## src/hw/rtl/lrkcm_pkg.sv

```systemverilog
// Types and constants of the learnable remote key command mapper.
`default_nettype none

package lrkcm_pkg;

    localparam int NUM_KEYS = 10;
    localparam int IDX_W    = $clog2(NUM_KEYS);
    localparam int SLOT_W   = $clog2(NUM_KEYS + 1);

    localparam logic [15:0] LEARN_TIMEOUT_RST = 16'd10000;
    localparam logic [6:0]  SPEED_STEP_RST    = 7'd10;
    localparam logic [7:0]  LEFT_SPEED_RST    = 8'd210;
    localparam logic [7:0]  RIGHT_SPEED_RST   = 8'd200;
    localparam logic [3:0]  BEEPS_MAX         = 4'd15;

    localparam int          ADDR_W       = 3;
    localparam logic        REG_TIMEOUT  = 1'b0;
    localparam logic        REG_STEP     = 1'b1;

    typedef enum logic [1:0] {
        MODE_LEARN  = 2'd0,
        MODE_MANUAL = 2'd1,
        MODE_AVOID  = 2'd2
    } t_mode;

    typedef enum logic [1:0] {
        MOTOR_NONE  = 2'd0,
        MOTOR_DRIVE = 2'd1,
        MOTOR_SPEED = 2'd2
    } t_motor_cmd;

    typedef enum logic [3:0] {
        KEY_STOP     = 4'd0,
        KEY_FORWARD  = 4'd1,
        KEY_BACKWARD = 4'd2,
        KEY_LEFT     = 4'd3,
        KEY_RIGHT    = 4'd4,
        KEY_FASTER   = 4'd5,
        KEY_SLOWER   = 4'd6,
        KEY_BEEP     = 4'd7,
        KEY_AVOID    = 4'd8,
        KEY_NONE     = 4'd15
    } t_key_act;

    localparam int KEY_ACTIONS = 9;

endpackage

`default_nettype wire

```

## src/hw/rtl/learnable_remote_key_command_mapper_unit.sv

```systemverilog
// Top level of the learnable remote key command mapper.
`default_nettype none

// One result beat per input beat. A beat is taken in every cycle unless the
// output register holds a result that is stalled; its result shows in the
// next cycle. All work (config pin handling, the priority compare of the
// code against all key slots, the speed update and the learn timer) is one
// combinational pass from the accepted beat and the state registers into the
// state and the output register. The key table sits in flip-flops and is
// cleared by reset. The output register carries no skid: o_stall follows
// i_stall only while a result is held.
module learnable_remote_key_command_mapper_unit (
    input  wire logic        i_clk,
    input  wire logic        i_rst_n,

    input  wire logic        psel,
    input  wire logic        penable,
    input  wire logic        pwrite,
    input  wire logic [lrkcm_pkg::ADDR_W-1:0] paddr,
    input  wire logic [31:0] pwdata,
    output logic      [31:0] prdata,
    output logic             pready,

    input  wire logic        i_valid,
    output logic             o_stall,
    input  wire logic        i_config_pin,
    input  wire logic        i_code_valid,
    input  wire logic [31:0] i_key_code,
    input  wire logic [31:0] i_now_ms,

    output logic             o_valid,
    input  wire logic        i_stall,
    output logic      [1:0]  o_mode,
    output logic      [1:0]  o_motor_cmd,
    output logic             o_left_forward,
    output logic      [7:0]  o_left_speed,
    output logic             o_right_forward,
    output logic      [7:0]  o_right_speed,
    output logic             o_entry_beep,
    output logic             o_command_beep,
    output logic      [3:0]  o_learn_beeps,
    output logic             o_exit_beep,
    output logic             o_save_keys
);
    import lrkcm_pkg::*;

    logic [15:0]       r_timeout;
    logic [6:0]        r_step;
    t_mode             r_mode;
    logic [SLOT_W-1:0] r_slot;
    logic [31:0]       r_last;
    logic [31:0]       r_key_table [NUM_KEYS];
    logic [7:0]        r_left_set;
    logic [7:0]        r_right_set;
    logic              r_valid;

    logic              accept;
    logic              cfg_wr;

    t_mode             mode_a;
    logic [SLOT_W-1:0] slot_a;
    logic [31:0]       last_a;
    logic              hit;
    logic [IDX_W-1:0]  hit_idx;
    t_key_act          act;
    logic [8:0]        up_l;
    logic [8:0]        up_r;
    logic              up_ok;
    logic              dn_ok;
    logic              learn_wr;
    logic [31:0]       idle_ms;

    t_mode             n_mode;
    logic [SLOT_W-1:0] n_slot;
    logic [31:0]       n_last;
    logic [7:0]        n_left_set;
    logic [7:0]        n_right_set;
    t_motor_cmd        n_motor_cmd;
    logic              n_left_forward;
    logic [7:0]        n_left_speed;
    logic              n_right_forward;
    logic [7:0]        n_right_speed;
    logic              n_command_beep;
    logic [3:0]        n_learn_beeps;
    logic              n_exit;

    assign pready  = 1'b1;
    assign cfg_wr  = psel & penable & pwrite;
    assign o_stall = r_valid & i_stall;
    assign accept  = i_valid & ~o_stall;
    assign o_valid = r_valid;

    always_comb begin
        prdata = '0;
        unique case (paddr[2])
            REG_TIMEOUT: prdata = {16'b0, r_timeout};
            REG_STEP:    prdata = {25'b0, r_step};
            default:     prdata = '0;
        endcase
    end

    // priority match, slot 0 wins
    always_comb begin
        hit     = 1'b0;
        hit_idx = '0;
        for (int i = NUM_KEYS - 1; i >= 0; i--) begin
            if (r_key_table[i] == i_key_code) begin
                hit     = 1'b1;
                hit_idx = IDX_W'(i);
            end
        end
    end

    always_comb begin
        mode_a = i_config_pin ? MODE_LEARN : r_mode;
        slot_a = i_config_pin ? '0 : r_slot;
        last_a = i_config_pin ? i_now_ms : r_last;

        act = KEY_NONE;
        if (i_code_valid && mode_a != MODE_LEARN && hit && hit_idx < IDX_W'(KEY_ACTIONS)) begin
            act = t_key_act'(4'(hit_idx));
        end

        up_l  = {1'b0, r_left_set} + {2'b0, r_step};
        up_r  = {1'b0, r_right_set} + {2'b0, r_step};
        up_ok = ~up_l[8] & ~up_r[8];
        dn_ok = (r_left_set >= {1'b0, r_step}) && (r_right_set >= {1'b0, r_step});

        n_mode          = mode_a;
        n_slot          = slot_a;
        n_last          = last_a;
        n_left_set      = r_left_set;
        n_right_set     = r_right_set;
        n_motor_cmd     = MOTOR_NONE;
        n_left_forward  = 1'b0;
        n_left_speed    = '0;
        n_right_forward = 1'b0;
        n_right_speed   = '0;
        n_command_beep  = 1'b0;
        n_learn_beeps   = '0;
        n_exit          = 1'b0;
        learn_wr        = 1'b0;
        idle_ms         = i_now_ms - last_a;

        unique case (act)
            KEY_STOP: begin
                n_motor_cmd     = MOTOR_DRIVE;
                n_right_forward = 1'b1;
                n_mode          = MODE_MANUAL;
            end
            KEY_FORWARD, KEY_BACKWARD, KEY_LEFT, KEY_RIGHT: begin
                n_motor_cmd     = MOTOR_DRIVE;
                n_left_forward  = (act == KEY_FORWARD) || (act == KEY_RIGHT);
                n_right_forward = (act == KEY_FORWARD) || (act == KEY_LEFT);
                n_left_speed    = r_left_set;
                n_right_speed   = r_right_set;
                n_mode          = MODE_MANUAL;
            end
            KEY_FASTER: begin
                if (up_ok) begin
                    n_left_set    = up_l[7:0];
                    n_right_set   = up_r[7:0];
                    n_motor_cmd   = MOTOR_SPEED;
                    n_left_speed  = up_l[7:0];
                    n_right_speed = up_r[7:0];
                end
                n_mode = MODE_MANUAL;
            end
            KEY_SLOWER: begin
                if (dn_ok) begin
                    n_left_set    = r_left_set - {1'b0, r_step};
                    n_right_set   = r_right_set - {1'b0, r_step};
                    n_motor_cmd   = MOTOR_SPEED;
                    n_left_speed  = r_left_set - {1'b0, r_step};
                    n_right_speed = r_right_set - {1'b0, r_step};
                end
                n_mode = MODE_MANUAL;
            end
            KEY_BEEP:  n_command_beep = 1'b1;
            KEY_AVOID: n_mode = MODE_AVOID;
            default:   ;
        endcase

        if (mode_a == MODE_LEARN) begin
            if (i_code_valid) begin
                if (slot_a < SLOT_W'(NUM_KEYS)) begin
                    learn_wr      = 1'b1;
                    n_slot        = slot_a + 1'b1;
                    n_learn_beeps = (slot_a >= SLOT_W'(BEEPS_MAX)) ? BEEPS_MAX
                                                                   : 4'(slot_a + 1'b1);
                end
                n_last = i_now_ms;
            end else if (idle_ms > {16'b0, r_timeout}) begin
                n_exit = 1'b1;
                n_mode = MODE_MANUAL;
            end
        end
    end

    always_ff @(posedge i_clk) begin
        if (!i_rst_n) begin
            r_timeout   <= LEARN_TIMEOUT_RST;
            r_step      <= SPEED_STEP_RST;
            r_mode      <= MODE_MANUAL;
            r_slot      <= '0;
            r_last      <= '0;
            r_left_set  <= LEFT_SPEED_RST;
            r_right_set <= RIGHT_SPEED_RST;
            r_valid     <= 1'b0;
            for (int i = 0; i < NUM_KEYS; i++) begin
                r_key_table[i] <= '0;
            end
        end else begin
            if (cfg_wr) begin
                unique case (paddr[2])
                    REG_TIMEOUT: r_timeout <= pwdata[15:0];
                    REG_STEP:    r_step    <= pwdata[6:0];
                    default:     ;
                endcase
            end
            r_valid <= accept | (r_valid & i_stall);
            if (accept) begin
                r_mode      <= n_mode;
                r_slot      <= n_slot;
                r_last      <= n_last;
                r_left_set  <= n_left_set;
                r_right_set <= n_right_set;
                if (learn_wr) begin
                    r_key_table[slot_a[IDX_W-1:0]] <= i_key_code;
                end
            end
        end
    end

    // result register, payload only
    always_ff @(posedge i_clk) begin
        if (accept) begin
            o_mode          <= n_mode;
            o_motor_cmd     <= n_motor_cmd;
            o_left_forward  <= n_left_forward;
            o_left_speed    <= n_left_speed;
            o_right_forward <= n_right_forward;
            o_right_speed   <= n_right_speed;
            o_entry_beep    <= i_config_pin;
            o_command_beep  <= n_command_beep;
            o_learn_beeps   <= n_learn_beeps;
            o_exit_beep     <= n_exit;
            o_save_keys     <= n_exit;
        end
    end

endmodule

`default_nettype wire

```

## config.mk

```make
export PLATFORM = sky130hd
export DESIGN_NAME = learnable_remote_key_command_mapper_unit
export DESIGN_NICKNAME = d
export VERILOG_FILES = /design/src/hw/rtl/lrkcm_pkg.sv /design/src/hw/rtl/learnable_remote_key_command_mapper_unit.sv
export SDC_FILE = /design/constraint.sdc
export NUM_CORES = 1
export LEC_CHECK = 0
export BUFFER_PORTS_ARGS = -buffer_cell sky130_fd_sc_hd__buf_2
export CAP_MARGIN = 20
export CORE_AREA = 2 2 262 264
export CTS_BUF_LIST = sky130_fd_sc_hd__clkbuf_8
export DETAILED_ROUTE_END_ITERATION = 10
export DIE_AREA = 0 0 264 266
export GPL_TIMING_DRIVEN = 0
export PLACE_DENSITY = 0.58
export RECOVER_POWER = 50
export SYNTH_ARGS = -nofsm -noshare
export SYNTH_HDL_FRONTEND = slang
export SYNTH_SLANG_ARGS = --single-unit
```

## constraint.sdc

```tcl
create_clock -name i_clk -period 16.8 [get_ports i_clk]
set_input_delay 3.36 -clock i_clk [delete_from_list [all_inputs] [get_ports i_clk]]
set_output_delay 3.36 -clock i_clk [all_outputs]
set_load 0.02 [all_outputs]
```

After elaboration in Yosys (flattened, before gate mapping)
Memories as Yosys holds them, arrays and structs flattened.
Cells that the tools add are included.
{ "word_totals": {"ram_bits": 320, "inputBits": 108, "regBits": 107, "n_memories": 1} }
{ "op_classes": {"n_reduce_logical": 19, "addsub": 6, "n_lt_le_gt_ge": 6, "bitwise": 11, "eq_ne": 20, "mux": 64} }
{ "mem_list": {"columns": ["memory", "depth", "word_bits", "read_ports", "rd_ports_with_merged_regs", "write_ports", "line_no", "source"], "rows": [
  ["r_key_table", 10, 32, 10, 0, 10, "learnable_remote_key_command_mapper_unit.sv:52", "logic [31:0] r_key_table [NUM_KEYS];"]
]} }
{ "ops": {"columns": ["op", "n"], "rows": [
  ["$eq 32x32->1", 10],
  ["$mux 32", 4],
  ["$mux 4", 17],
  ["$mux 8", 8],
  ["$pmux 32 s2", 1],
  ["$pmux 8 s3", 2],
  ["$gt 32x16->1", 1],
  ["$pmux 8 s2", 2],
  ["$reduce_or 32->1", 1],
  ["$sub 32x32->32", 1],
  ["$mux 1", 21],
  ["$add 8x7->9", 2],
  ["$eq 4x3->1 const B", 4],
  ["$ge 8x7->1", 2],
  ["$sub 8x7->8", 2],
  ["$mux 2", 6],
  ["$eq 4x2->1 const B", 2],
  ["$lt 4x4->1 const B", 2],
  ["$reduce_or 7->1", 1],
  ["$pmux 2 s3", 1],
  ["$and 1x1->1", 5],
  ["$not 1->1", 5],
  ["$reduce_or 5->1", 1],
  ["$add 4x1->4 const B", 1],
  ["other kinds (17)", 24]
]} }

Depth between registers and ports, before layout
Gate-level depths: netlist of the first run.
An unclocked memory read counts as a cell.
{ "logic_depth": {"word_depth": 21, "ltp_mapped": 28, "ltp_nobuf": 26} }

Worst setup path after synthesis of the first run
OpenSTA, ideal clock, no wires.
{ "synth_path": {"path_kind": "input port to flip-flop", "from": "input port i_config_pin", "to": "register r_mode[0]", "path_slack_ps": 8098, "path_stages": 27, "required_time_ps": 16669, "setup_time_ps": 131, "arrival_ps": 8571, "n_path_buf": 3, "cell_sequence": "clkbuf_1 > buf_1 > clkbuf_1 > mux2i_1 > fa_1 > a21o_1 > a221oi_2 > a21oi_2 > o21a_1 > o21ai_0 > nand2_1 > a21oi_1 > o21bai_1 > xor2_1 > ha_1 > a211o_1 > a21oi_1 > o21ai_0 > a31oi_1 > a31oi_1 > nor4_2 > nand4_1 > nor4_1 > and4_1 > nor3_1 > a2111oi_2 > o21ai_1"} }
{ "synth_via": {"elab_chain_len": 12, "elab_cells_between_ends": 23, "classes_between": "add/sub (1); order compare (1); eq/ne (7); mux (7); reduce/logical (7)"} }
{ "synth_rtl": {"columns": ["item", "line_no", "source"], "rows": [
  ["start, declared", "learnable_remote_key_command_mapper_unit.sv:26", "input wire logic i_config_pin,"],
  ["parallel branches: the longest is 11 deep, another holds $sub 32x32->32", null, null],
  ["$mux 2 (*)", "learnable_remote_key_command_mapper_unit.sv:184", "if (mode_a == MODE_LEARN) begin"],
  ["end signal, assigned", "learnable_remote_key_command_mapper_unit.sv:223", "r_mode <= n_mode;"],
  ["end, declared", "learnable_remote_key_command_mapper_unit.sv:49", "t_mode r_mode;"]
]} }
Mark *: on every way between the ends.
A chain may end at the register's enable or synchronous reset.

Worst setup path after layout of the first run
Ends and elaborated chain as after synthesis.

==> results.toml, run 1 <==
[setup_path]
cp_max_fo = 10
cp.required_ps = 17300
r2r-start = "r_last[0]"
r2r_setup_slack_ps = 11130
r2r_end = "r_mode[0]"
cpPeakStageDelay_ps = 600
crit_slowest_cell = "clkbuf_1"
cp-start-kind = "primary input"
rr_worst_depth = 26
path_common_cell = "clkbuf_1"
arrival_ps = 10240
setup.worst_path.end_class = "flop"
critPathKind = "in2reg"

[sta]
fin_skew_ps = 54.8
post-route-period-util_pct = 58.0
rsz0062_at_grt = "no"
worst_pin_slew_ps = 2050
fin_crit_ps = 9750
hold_violations = 0
setup_viol = 0
final_max_slew_viol_count = 33
max_freq_mhz = 103
relSlewSlack_pct = -36.4
setup_tns_ps = 0

[logic_synthesis]
seq_area_frac_synth_pct = 51.6
dominantRegCellSynth = "edfxtp_1"
synth_cell_types = 84
synth_area_um2 = 23400
async_flop_share_pct = 0
synth_edf_count = 349
muxShareOfSynthArea_pct = 2.31
synth_top_family_by_area = "simple AND/OR/NAND/NOR gates"
synth-seq-cells = 427
synth_fa_ha_area_share_pct = 4.50
synth-simple-area-share_pct = 14.8
synth_cells = 2199
syn_area_per_cell_um2 = 10.6
synth_compound_area_share_pct = 8.18
synth_xor_area_share_pct = 13.7
synth_warnings = 0

[routing]
ant_nets = 0
drtIter0Drc = 1691
wl_per_cell_um = 21.9
routed_wirelength_um = 74000
via_per_inst = 5.20
route.detailed.drc = 0
num_vias = 17561
firstDrtPassIters = 6

[clock_network]
cts-hold-fix-buffers = 0
cts-resized-gates = 0
cts_tree = "yes"
htree_levels = 3
path_clk_slew_ps = 60
post_cts_buffers = 0
clock_latency_ps = 690
cts.path.max_buffers = 3
cts_sinks = 427
numCtsBuffers = 72
cts-root-buf = "clkbuf_8"

[global_route]
grt_pass1_wl_um = 108000
grt_pass1_vias = 17311
grtUsageTotal_pct = 20.7
antenna_found_initial = 3
grt_max_degree = 33
grt_overflow = 0

[run]
max-cap-violations = 1

[final_layout]
final_net_count = 2624
layout.cells.non_filler = 3375
area.growth.synth_to_final_pct = 14.2
final_common_cell = "edfxtp_1"
layout_common_cells = "349 x edfxtp_1, 326 x nor2_1, 226 x xnor2_1"
drive_gt1_share_pct = 11.4
nFillCells = 6677

[floorplanning]
coreArea_um2 = 67700
die_y_um = 266
fp.dieW_um = 264
start_util_pct = 34.5
fp.dieArea_um2 = 70200
ios = 173
rows = 96

[placement]
hpwl_um = 49900
numPlacedInstances = 3243
place_congestion = 0.877
io_buffers = 135

[power_and_ir_drop]
internal-power_mw = 1.76
leakage_nw = 9.95
p_total_mw = 2.43
swShare_pct = 27.9
vdd_ir_drop_max_mv = 0.0630
p_seq_share_pct = 49.2
clkPwrFrac_pct = 36.5
combPwrFrac_pct = 14.2
powerDensity_nw_per_um2 = 91.2
switchingPower_mw = 0.679

[status]
status = "finished, violations left"
violations = "capacitance limit, slew limit"

[worst_hold_path]
hold_depth = 2
hold_path.class = "reg2reg"
hold_end = "r_last[1]"
min_from = "r_last[1]"
[per-layer routing]
metal  track usage, %  share of wire [%]
met4             8.95                4.0
met5                0              0.042
met2             35.4                 49
met1             25.8                 39
met3             3.60                8.3
[synthesized netlist by cell type, types with 4 or more instances]
library cell	number	area, um2
nand4_1	69	432
nand3_1	11	55.1
nand2b_1	4	25.0
clkbuf_1	70	263
a221oi_1	4	35.0
buf_2	4	20.0
ha_1	76	951
nand2_1	211	792
xnor2_1	226	1980
o211ai_2	5	62.6
nor4_1	49	307
o21ai_0	35	175
o211a_1	4	40.0
and3_1	6	37.5
o21bai_1	18	135
a21oi_1	116	581
xor2_1	139	1220
edfxtp_1	349	10500
o221ai_1	7	61.3
buf_6	31	349
nor2b_1	15	93.8
and2_1	37	231
fa_1	5	100
nor3_1	13	65.1
o211ai_1	12	90.1
dfxtp_1	78	1560
buf_4	21	158
mux2i_1	46	460
mux2_1	4	45.0
buf_1	6	22.5
a221o_1	4	40.0
a21o_1	12	90.1
inv_1	91	342
o21a_1	13	97.6
a31oi_1	5	31.3
nor2_1	326	1220
o21ai_1	11	55.1
[worst max-delay path by stage]
stage / startpoint / end
2_1_floorplan: i_config_pin / r_mode[0]
3_3_place_gp: i_config_pin / r_mode[0]
3_5_place_dp: i_config_pin / r_mode[0]
4_1_cts: i_config_pin / r_mode[0]
5_1_grt: i_config_pin / r_mode[0]
6_report: i_config_pin / r_mode[0]
[logic make-up (layout without fill, tap and decap cells)]
logic type / count (synthesis) / after routing
compound gates: 287 / 287
xor+xnor: 365 / 365
fa+ha+maj: 81 / 81
buf+inv: 224 / 501
flops: 427 / 427
mux: 53 / 53
other cells: 2 / 19
simple gates: 760 / 760
[state kept, by name (all words and copies together), names as in the netlist, 2 cells and up]
name and count:
r_key_table 320, o_mode 2, o_left_speed 8, o_learn_beeps 4, o_right_speed 8, r_last 32, o_motor_cmd 2, r_left_set 8
r_step 7, r_mode 2, r_right_set 8, r_slot 4, r_timeout 16
[power groups by stage]
stage	Clock [mW]	Combinational, mW	Sequential (mW)
after floorplan	0	0.228	1.22
after global placement	0	0.331	1.22
after detailed placement	0	0.344	1.22
after CTS	0.899	0.347	1.20
after global routing	0.947	0.375	1.20
final	0.890	0.346	1.20
[worst max-delay path: cells and delay by family]
kind / cells / cell delay (ps)
xor gates and xnor gates: 1 / 170
adders and majority gates: 2 / 680
and+or+nand+nor: 6 / 1320
muxes: 1 / 240
AOI/OAI and AO/OA: 14 / 2670
buffers and inverters: 4 / 1770
[stage by stage]
| step | setup WS, ps | utilization [%] | hold slack (ps) | cell area (um2) |
|---|---|---|---|---|
| 6_report | 7050 | 39.4 | 450 | 26700 |
| 3_3_place_gp | 6520 | 37.2 | 441 | 25200 |
| 5_1_grt | 6570 | 39.4 | 472 | 26700 |
| 2_1_floorplan | 8100 | - | 434 | 23400 |
| 3_5_place_dp | 6400 | 37.6 | 447 | 25500 |
| 4_1_cts | 7090 | 39.6 | 455 | 26800 |
[cell type report]
cell class	instances	area [um2]	share of cell area [%]
antenna	2	5.00	0.0188
buffer	132	795	2.98
clock buffer	80	1100	4.13
clock inverter	50	253	0.947
inverter	92	345	1.29
multi-input combinational	1563	10200	38.1
sequential	427	12000	45.1
tap	882	1100	4.14
timing repair buffer	147	870	3.26
Note: power is estimated with default switching activity, not from simulation.
==> run 2, diff against run 1 <==
Settings changed: PLACE_DENSITY 0.58 to 0.6.
Clock period 16.8 ns to 8.2 ns, I/O delays scaled along.
==> results.toml, run 2 (synthesis gave the netlist of run 1 again) <==
[final_layout]
layout_common_cells = "349 x edfxtp_1, 326 x nor2_1, 226 x xnor2_1"
largest_reg_flops = 320
finalInstanceArea_um2 = 26700
final_net_count = 2625
reg_top3 = "r_key_table (320), r_last (32), r_timeout (16)"
regMostFlops = "r_key_table"
nFillCells = 6641
layout.cells.non_filler = 3375
final_common_cell = "edfxtp_1"
area.growth.synth_to_final_pct = 14.2
drive_gt1_share_pct = 10.7

[global_route]
antenna_found_initial = 1
grtUsageTotal_pct = 20.8
grt_max_degree = 33
grt_pass1_vias = 17421
grt_pass1_wl_um = 109000
grt_overflow = 0

[routing]
num_vias = 17792
firstDrtPassIters = 6
routed_wirelength_um = 74400
wl_per_cell_um = 22.1
via_per_inst = 5.27
ant_nets = 0
route.detailed.drc = 0
drtIter0Drc = 1761

[placement]
numPlacedInstances = 3243
place_congestion = 0.899
io_buffers = 135
hpwl_um = 50100
placed_cell_area_um2 = 25500

[clock_network]
htree_levels = 3
post_cts_buffers = 0
cts-root-buf = "clkbuf_8"
clock_latency_ps = 660
numCtsBuffers = 73
path_clk_slew_ps = 60
cts_tree = "yes"
cts_sinks = 427
cts.path.max_buffers = 3

[sta]
post-route-period-util_pct = 92.5
fin_crit_ps = 7590
fin_skew_ps = 41.2
hold_violations = 0
setup_viol = 0
fin_hold_ws_ps = 453
max_freq_mhz = 132
rsz0062_at_grt = "no"
relSlewSlack_pct = -34.0
final_max_slew_viol_count = 61
worst_pin_slew_ps = 2010

[setup_path]
cp_max_fo = 10
critPathKind = "in2reg"
setup.worst_path.end_class = "flop"
arrival_ps = 8060
cp.required_ps = 8670
cp-start-kind = "primary input"

[floorplanning]
fp.dieW_um = 264
start_util_pct = 34.5
coreArea_um2 = 67700
rows = 96
fp.dieArea_um2 = 70200
ios = 173
die_y_um = 266

[power_and_ir_drop]
powerDensity_nw_per_um2 = 190
vdd_ir_drop_max_mv = 0.112
p_total_mw = 5.06
p_seq_share_pct = 48.5
clkPwrFrac_pct = 37.5
combPwrFrac_pct = 14.0
internal-power_mw = 3.67
leakage_nw = 9.90
switchingPower_mw = 1.39
swShare_pct = 27.5

[worst_hold_path]
hold_path.class = "reg2reg"

[status]
status = "finished, violations left"
violations = "capacitance limit, slew limit"

[run]
max-cap-violations = 2
## run 2: worst paths after layout
path	startpoint	to	cells past startpoint	slack [ps]
worst max-delay path	i_config_pin	r_mode[0]	28	610
worst min register to register	r_last[4]	r_last[4]	2	450
worst min-delay path	r_last[4]	r_last[4]	2	450
worst max register to register	r_last[0]	r_mode[0]	26	2510
## run 2: metal layers
| metal | vias up | wire (um) | global-route usage [%] |
|---|---|---|---|
| li1 | 8090 | - | - |
| met1 | 8655 | 29100 | 25.4 |
| met2 | 839 | 35400 | 35.0 |
| met3 | 206 | 6530 | 4.42 |
| met4 | 2 | 3450 | 9.80 |
| met5 | - | 15 | 0 |
## run 2: through the flow
step           worst slack [ps]  setup TNS, ps  utilization (%)
6_report                    612              0             39.4
5_1_grt                     182              0             39.4
4_1_cts                     225              0             39.6
3_5_place_dp               -439           -861             37.6
3_3_place_gp               -388           -768             37.2
2_1_floorplan              1220              0                -
## run 2: repair_timing
| item | in CTS | in global routing |
|---|---|---|
| gates resized for setup | 0 | 3 |
| hold buffers | 0 | 0 |
| setup endpoints to repair | 0 | 2 |
## run 2: power by group through the flow
stage | clock (mW) | sequential (mW) | combinational (mW)
after CTS | 1.91 | 2.46 | 0.707
after floorplan | 0 | 2.50 | 0.467
final | 1.90 | 2.46 | 0.708
after detailed placement | 0 | 2.50 | 0.703
after global routing | 2.00 | 2.46 | 0.764
after global placement | 0 | 2.50 | 0.676
## run 2: cell type report
class                   instances  area (um2)  area share [%]
flip-flops and latches        427       12000            45.1
multi-input cells            1563       10200            38.1
clock buffers                  82        1130            4.23
well taps                     882        1100            4.14
repair buffers                147         825            3.09
plain buffers                 132         796            2.98
inverters                      92         345            1.29
clock inverters                49         272            1.02
diodes                          1        2.50         0.00938
## run 2: critical path: stages
cell,delay [ps]
clkbuf_1,170
clkbuf_1,440
clkbuf_2,400
clkbuf_2,380
mux2i_1,180
fa_1,450
a21o_1,200
a221oi_2,420
a21oi_2,160
o21a_1,210
o21ai_0,160
nand2_1,100
a21oi_1,150
o21bai_1,90
xor2_1,170
ha_1,220
a211o_1,290
a21oi_1,100
o21ai_0,80
a31oi_1,170
a31oi_1,210
nor4_2,300
nand4_1,130
nor4_1,270
and4_1,340
nor3_1,120
a2111oi_2,370
o21ai_1,110
